**src/rtl/ogru_pkg.sv**
```systemverilog
// ---------------------------------------------------------------------------
// ogru_pkg
// Shared constants, types and helpers of the occupancy grid ray update unit.
// ---------------------------------------------------------------------------
package ogru_pkg;

    localparam int GRID_W     = 128;
    localparam int GRID_H     = 128;
    localparam int CELL_COUNT = GRID_W * GRID_H;
    localparam int GRID_XW    = $clog2(GRID_W);
    localparam int GRID_YW    = $clog2(GRID_H);
    localparam int ADDR_W     = $clog2(CELL_COUNT);

    localparam int COORD_W = 11;
    localparam int DW      = COORD_W + 1;
    localparam int ERR_W   = COORD_W + 2;
    localparam int VAL_W   = 16;
    localparam int CNT_W   = 11;
    localparam int FUNC_W  = 2;
    localparam int CFG_IDX_W = 2;

    localparam int S_TDATA_W = ((4 * COORD_W + 7) / 8) * 8;
    localparam int S_PAD_W   = S_TDATA_W - 4 * COORD_W;
    localparam int M_TDATA_W = ((VAL_W + CNT_W + 7) / 8) * 8;
    localparam int M_PAD_W   = M_TDATA_W - VAL_W - CNT_W;

    localparam int QDEPTH = 2;
    localparam int QPTR_W = $clog2(QDEPTH);
    localparam int QCNT_W = $clog2(QDEPTH + 1);

    localparam logic [FUNC_W-1:0] FUNC_UPDATE = 2'd0;
    localparam logic [FUNC_W-1:0] FUNC_READ   = 2'd1;
    localparam logic [FUNC_W-1:0] FUNC_CLEAR  = 2'd2;
    localparam logic [FUNC_W-1:0] FUNC_NONE   = 2'd3;

    localparam logic [CFG_IDX_W-1:0] CFG_FREE_INC = 2'd0;
    localparam logic [CFG_IDX_W-1:0] CFG_OCC_INC  = 2'd1;

    localparam logic signed [VAL_W-1:0] FREE_INC_RST = -16'sd104;
    localparam logic signed [VAL_W-1:0] OCC_INC_RST  = 16'sd217;

    localparam logic signed [COORD_W:0] GRID_W_S = (COORD_W + 1)'(GRID_W);
    localparam logic signed [COORD_W:0] GRID_H_S = (COORD_W + 1)'(GRID_H);
    localparam logic [ADDR_W-1:0]       CLR_LAST = ADDR_W'(CELL_COUNT - 1);

    typedef struct packed {
        logic [FUNC_W-1:0]         op;
        logic signed [COORD_W-1:0] sx;
        logic signed [COORD_W-1:0] sy;
        logic signed [COORD_W-1:0] tx;
        logic signed [COORD_W-1:0] ty;
        logic [DW-1:0]             dx;
        logic [DW-1:0]             dy;
        logic                      xpos;
        logic                      ypos;
        logic signed [ERR_W-1:0]   err0;
        logic                      hit_in;
        logic [ADDR_W-1:0]         hit_addr;
    } ray_cmd_t;

    typedef struct packed {
        logic     valid;
        ray_cmd_t cmd;
    } front_to_back_t;

    typedef struct packed {
        logic pop;
        logic init_busy;
    } back_to_front_t;

    function automatic logic in_grid(input logic signed [COORD_W-1:0] x,
                                     input logic signed [COORD_W-1:0] y);
        logic x_ok;
        logic y_ok;
        x_ok = !x[COORD_W-1] && ($signed({x[COORD_W-1], x}) < GRID_W_S);
        y_ok = !y[COORD_W-1] && ($signed({y[COORD_W-1], y}) < GRID_H_S);
        return x_ok && y_ok;
    endfunction

    function automatic logic [ADDR_W-1:0] cell_addr(input logic signed [COORD_W-1:0] x,
                                                    input logic signed [COORD_W-1:0] y);
        logic [ADDR_W-1:0] row;
        logic [ADDR_W-1:0] col;
        row = ADDR_W'(y[GRID_YW-1:0]);
        col = ADDR_W'(x[GRID_XW-1:0]);
        return ADDR_W'(row * ADDR_W'(GRID_W)) + col;
    endfunction

    function automatic logic signed [VAL_W-1:0] sat_add(input logic signed [VAL_W-1:0] a,
                                                        input logic signed [VAL_W-1:0] b);
        logic signed [VAL_W:0] s;
        s = $signed({a[VAL_W-1], a}) + $signed({b[VAL_W-1], b});
        if (s[VAL_W] != s[VAL_W-1])
            return s[VAL_W] ? {1'b1, {(VAL_W-1){1'b0}}} : {1'b0, {(VAL_W-1){1'b1}}};
        return s[VAL_W-1:0];
    endfunction

endpackage

```
**src/rtl/ogru_front.sv**
```systemverilog
// ---------------------------------------------------------------------------
// ogru_front
// Request intake: unpacks, derives ray setup terms, queues for the back end.
// ---------------------------------------------------------------------------
module ogru_front
    import ogru_pkg::*;
(
    input  logic                 clk,
    input  logic                 rst_n,
    input  logic                 s_tvalid,
    output logic                 s_tready,
    input  logic [S_TDATA_W-1:0] s_tdata,
    input  logic [FUNC_W-1:0]    s_tuser,
    output front_to_back_t       fb,
    input  back_to_front_t       bf
);

    ray_cmd_t            q_mem [QDEPTH];
    logic [QPTR_W-1:0]   wr_ptr_reg, wr_ptr_next;
    logic [QPTR_W-1:0]   rd_ptr_reg, rd_ptr_next;
    logic [QCNT_W-1:0]   count_reg, count_next;

    ray_cmd_t                cmd;
    logic signed [DW-1:0]    diff_x;
    logic signed [DW-1:0]    diff_y;
    logic                    push;
    logic                    pop;

    assign s_tready = (count_reg != QCNT_W'(QDEPTH)) && !bf.init_busy;
    assign push     = s_tvalid && s_tready;
    assign pop      = bf.pop && (count_reg != '0);

    always_comb
    begin
        cmd.op = s_tuser;
        cmd.sx = s_tdata[COORD_W-1:0];
        cmd.sy = s_tdata[2*COORD_W-1:COORD_W];
        cmd.tx = s_tdata[3*COORD_W-1:2*COORD_W];
        cmd.ty = s_tdata[4*COORD_W-1:3*COORD_W];
        diff_x = $signed({cmd.tx[COORD_W-1], cmd.tx}) - $signed({cmd.sx[COORD_W-1], cmd.sx});
        diff_y = $signed({cmd.ty[COORD_W-1], cmd.ty}) - $signed({cmd.sy[COORD_W-1], cmd.sy});
        cmd.dx   = diff_x[DW-1] ? DW'(-diff_x) : DW'(diff_x);
        cmd.dy   = diff_y[DW-1] ? DW'(-diff_y) : DW'(diff_y);
        cmd.xpos = cmd.sx < cmd.tx;
        cmd.ypos = cmd.sy < cmd.ty;
        if (cmd.dx > cmd.dy)
            cmd.err0 = $signed({2'b00, cmd.dx[DW-1:1]});
        else
            cmd.err0 = -$signed({2'b00, cmd.dy[DW-1:1]});
        cmd.hit_in   = in_grid(cmd.tx, cmd.ty);
        cmd.hit_addr = cell_addr(cmd.tx, cmd.ty);
    end

    always_comb
    begin
        wr_ptr_next = wr_ptr_reg;
        rd_ptr_next = rd_ptr_reg;
        count_next  = count_reg;
        if (push)
            wr_ptr_next = (wr_ptr_reg == QPTR_W'(QDEPTH - 1)) ? '0 : wr_ptr_reg + 1'b1;
        if (pop)
            rd_ptr_next = (rd_ptr_reg == QPTR_W'(QDEPTH - 1)) ? '0 : rd_ptr_reg + 1'b1;
        if (push && !pop)
            count_next = count_reg + 1'b1;
        else if (pop && !push)
            count_next = count_reg - 1'b1;
    end

    always_ff @(posedge clk or negedge rst_n)
    begin
        if (!rst_n)
        begin
            wr_ptr_reg <= '0;
            rd_ptr_reg <= '0;
            count_reg  <= '0;
        end
        else
        begin
            wr_ptr_reg <= wr_ptr_next;
            rd_ptr_reg <= rd_ptr_next;
            count_reg  <= count_next;
        end
    end

    always_ff @(posedge clk)
    begin
        if (push)
        begin
            q_mem[wr_ptr_reg] <= cmd;
        end
    end

    assign fb.valid = count_reg != '0;
    assign fb.cmd   = q_mem[rd_ptr_reg];

endmodule

```
**config.mk**
```make
export PLATFORM = sky130hd
export DESIGN_NAME = ogru_front
export DESIGN_NICKNAME = d
export VERILOG_FILES = /design/src/rtl/ogru_pkg.sv /design/src/rtl/ogru_front.sv
export SDC_FILE = /design/constraint.sdc
export NUM_CORES = 1
export LEC_CHECK = 0
export BUFFER_PORTS_ARGS = -buffer_cell sky130_fd_sc_hd__buf_2
export CAP_MARGIN = 20
export CORE_MARGIN = 3
export CORE_UTILIZATION = 54
export CTS_CLUSTER_DIAMETER = 60
export DETAILED_ROUTE_END_ITERATION = 6
export PLACE_DENSITY_LB_ADDON = 0.12
export SETUP_SLACK_MARGIN = 0.02
export SLEW_MARGIN = 20
export SYNTH_ARGS = -nofsm -noshare
export SYNTH_HDL_FRONTEND = slang
export SYNTH_SLANG_ARGS = --single-unit
```
**constraint.sdc**
```tcl
create_clock -name clk -period 6.4 [get_ports clk]
set_input_delay 1.6 -clock clk [delete_from_list [all_inputs] [get_ports clk]]
set_output_delay 1.6 -clock clk [all_outputs]
set_load 0.1 [all_outputs]
```
==> results by group <==
Floorplan
  • Initial Util: 55.6%
  • Rows: 46
  • CORE AREA: 16100 um^2
  • Full die area: between 15000 and 20000 um^2
  • Die Wd: 135 um
  • I/O pin count: between 150 and 200
  • Die H: 135 um

Finish
  • Share of layout cells above drive strength 1: 37.6%
  • Syn-to-layout area delta: 18.4%
  • Post-layout net count: between 900 and 1000
  • Post-route cell area: 10600 um^2
  • Antenna fix cells: 0
  • Number of flip-flops in the largest register: 172

Logic synthesis
  • Ranking of synthesized cells by area: edfxtp_1 58%, mux2_2 11%, ha_1 5.3%
  • Post-Syn Instances: around 650
  • Net Count, Synth: 748
  • Post-synth EDFFs: 172
  • Synth warn: 0
  • Synth area leader: edfxtp_1
  • Prevailing post-synth register cell: edfxtp_1
  • Netlist Area Pre-Place: between 8000 and 9000 um^2
  • Register bit total from synthesis: 176
  • Sequential fraction of the synthesis area: 59.0%
  • Synth cell types: 65
  • Fraction of registers with async set/reset: 2.27%
  • Synthesized area per cell: roughly 14 um^2
  • Synth top area share: ~58%

Timing
  • # setup viols final: 0
  • Slew of the pin with the lowest slew margin: 0.828 ns
  • RSZ-0062 raised after global routing: no
  • Final slew viol count: 0
  • Tcrit/Tclk final: between 90% and 100%
  • Layout Skew: 0.00453 ns
  • Hold Fails Final Rpt: 0
  • Slew Limit Headroom: between 40 and 50%
  • F_max: 167 MHz
  • Min Tclk post-route: ~6 ns

Clocking
  • CTS tree: built
  • Root buffer cell: clkbuf_16
  • Total clock sinks: 176
  • Worst-case clock buffer depth: 2
  • Post-CTS Setup Inserts: 0
  • Cts bufs inserted: 17
  • Worst-path clk slew: 0.06 ns
  • Clk Latency, worst-skew pair: 0.42 ns
  • H-tree levels: 4

Routing
  • Vias per cell: between 5 and 6
  • Drt initial violations: 314
  • Vias: 5661
  • Wire per inst: roughly 18 um
  • WL final: between 15000 and 20000 um
  • # DRC: 0
  • DRT Pass-1 Iters: 5
  • Final ANT Viol Nets: 0

Placement
  • Port Buf Inserts: 152
  • Placed Area: approximately 10000 um^2
  • HPWL after DPL: about 13000 um
  • Final RePlAce weighted congestion: 0.921

Worst setup path
  • Top delay family on crit path: compound AO/OA/AOI/OAI gates
  • CP max stage cell: a2111o_1
  • Worst path bufs/invs: 6
  • Worst Setup Path Type: in2reg
  • Startpoint Class: primary input
  • Most Frequent Cell on Critical Path: inv_1
  • CP endpoint kind: flop
  • Crit-path max cell delay: 0.45 ns
  • Worst-path fanout max: 13
  • WP data required: 6.57 ns
  • Crit path launch: s_tdata[33]
  • Worst-path cell chain: buf_2 > inv_1 > ha_1 > inv_1 > fa_1 > a211oi_1 > nor3_1 > nor3_1 > o21bai_1 > a21oi_1 > xnor2_1 > nor4b_1 > buf_4 > inv_1 > ha_1 > nand2_1 > nor4_2 > a21boi_0 > a2111o_1 > buf_12 > mux2_4
  • R2r startpoint: count_reg[0]$_DFFE_PN0P_
  • Worst Path Arrival: 6.14 ns

Run status
  • Status: complete, no violations

Global route
  • Tot GR Track Use: 21.1%
  • Vias in the first global route: 5977
  • First-pass GRT wire length: slightly above 30000 um
  • Initial antenna violation count: 0
  • Grt ovf: 0
  • Largest net degree at the start of global routing: 55

Flow run
  • Max cap viols: 0

Min path
  • Min-delay worst type: reg2reg
  • Worst hold start: count_reg[1]$_DFFE_PN0P_
[area by class of cell]
type                       count  area [um^2]
tap                          216          270
multi-input combinational    392         3310
clock buffer                  21          440
sequential                   176         5270
timing repair buffer         176          966
fill                        1196         5490
inverter                      53          199
clock inverter                11          115
[worst reg2reg max path, cell delays in order (launching register included)]
cell     delay [ns]
dfrtp_1        0.42
inv_1          0.06
a21oi_1        0.20
nand2_1        0.17
nor2_4         0.66
buf_4          0.58
[cells by family (layout without fill, tap and decap cells)]
group | Yosys count | count (layout) | synth area share (%)
flip-flops | 176 | 176 | 59.0
XOR/XNOR | 47 | 47 | 4.76
adder cells (fa/ha/maj) | 40 | 40 | 5.77
AO/OA/AOI/OAI | 86 | 86 | 6.46
multiplexers | 99 | 99 | 12.7
AND/OR/NAND/NOR | 120 | 120 | 7.05
buffers and inverters | 85 | 261 | 4.26
[synthesized netlist by cell type (3+ instances only)]
| cell type | number |
|---|---|
| edfxtp_1 | 172 |
| mux2_2 | 89 |
| inv_1 | 53 |
| ha_1 | 38 |
| xnor2_1 | 28 |
| a21oi_1 | 26 |
| nand2_1 | 26 |
| nor2_1 | 25 |
| xor2_1 | 18 |
| clkbuf_1 | 16 |
| nor3_1 | 16 |
| buf_4 | 14 |
| o21ai_0 | 14 |
| nand3_1 | 10 |
| nand4_1 | 10 |
| mux2_4 | 7 |
| a21o_1 | 6 |
| nor2b_1 | 5 |
| a211oi_1 | 4 |
| dfrtp_1 | 4 |
| or3_1 | 4 |
| a31oi_1 | 3 |
| and3_1 | 3 |
| mux2i_1 | 3 |
| nor3b_1 | 3 |
[repair_timing]
action                                  in CTS  in global routing
resized for setup                            0                  2
hold buffers                                 0                  0
endpoints found under the setup margin       0                  7
[layout by cell type, fill, tap and decap left out, types with 3 or more instances in the layout]
| cell type | Yosys | layout |
|---|---|---|
| a211oi_1 | 4 | 4 |
| o21ai_0 | 14 | 14 |
| a21oi_1 | 26 | 26 |
| ha_1 | 38 | 38 |
| nand3_1 | 10 | 10 |
| buf_2 | 1 | 152 |
| buf_4 | 14 | 22 |
| mux2_2 | 89 | 89 |
| nor3b_1 | 3 | 3 |
| inv_1 | 53 | 53 |
| clkbuf_16 | 0 | 17 |
| nor3_1 | 16 | 16 |
| edfxtp_1 | 172 | 172 |
| mux2_4 | 7 | 7 |
| nand2_1 | 26 | 26 |
| clkinv_2 | 0 | 3 |
| mux2i_1 | 3 | 3 |
| nor2_1 | 25 | 24 |
| xnor2_1 | 28 | 28 |
| nand4_1 | 10 | 10 |
| clkbuf_1 | 16 | 4 |
| a31oi_1 | 3 | 3 |
| xor2_1 | 18 | 18 |
| a21o_1 | 6 | 6 |
| nor2b_1 | 5 | 5 |
| dfrtp_1 | 4 | 3 |
| or3_1 | 4 | 4 |
[through the flow]
| step | instances | util (%) | worst slack [ns] | TNS, ns | hold slack (ns) |
|---|---|---|---|---|---|
| final | 1045 | 65.8 | 0.430 | 0 | 0.491 |
| after global routing | 1045 | 65.8 | 0.100 | 0 | 0.509 |
| after CTS | 1045 | 65.7 | 0.420 | 0 | 0.492 |
| after detailed placement | 1013 | 62.3 | -0.0114 | -0.116 | 0.479 |
| after global placement | 1012 | 62.2 | 0.0656 | 0 | 0.470 |
| after floorplan | 653 | - | 0.183 | 0 | 0.455 |
[path summary, 6_finish.rpt]
path                                             to  slack [ns]  cells after the start
setup / recovery             q_mem[0][20]$_DFFE_PP_        0.43                     21
hold / removal             count_reg[1]$_DFFE_PN0P_        0.49                      1
setup reg to reg             q_mem[0][35]$_DFFE_PP_        3.91                      5
hold reg to reg            count_reg[1]$_DFFE_PN0P_        0.49                      1
max in group asynchronous    rd_ptr_reg$_DFFE_PN0P_        5.29                      1
min in group asynchronous    rd_ptr_reg$_DFFE_PN0P_        0.98                      1
[per-layer routing]
layer / part of all wire [%] / routed length (um) / up-vias / global-route usage [%]
met5: 0 / 0 / - / 0
met4: 1.2 / 215 / 0 / 5.83
met3: 5.8 / 1060 / 17 / 4.84
met2: 50 / 9090 / 156 / 35.8
met1: 44 / 7980 / 2726 / 27.7
li1: - / - / 2762 / -
Power is not shown: default switching activity piles up to over one toggle a cycle in this logic, so the estimate is an artifact.
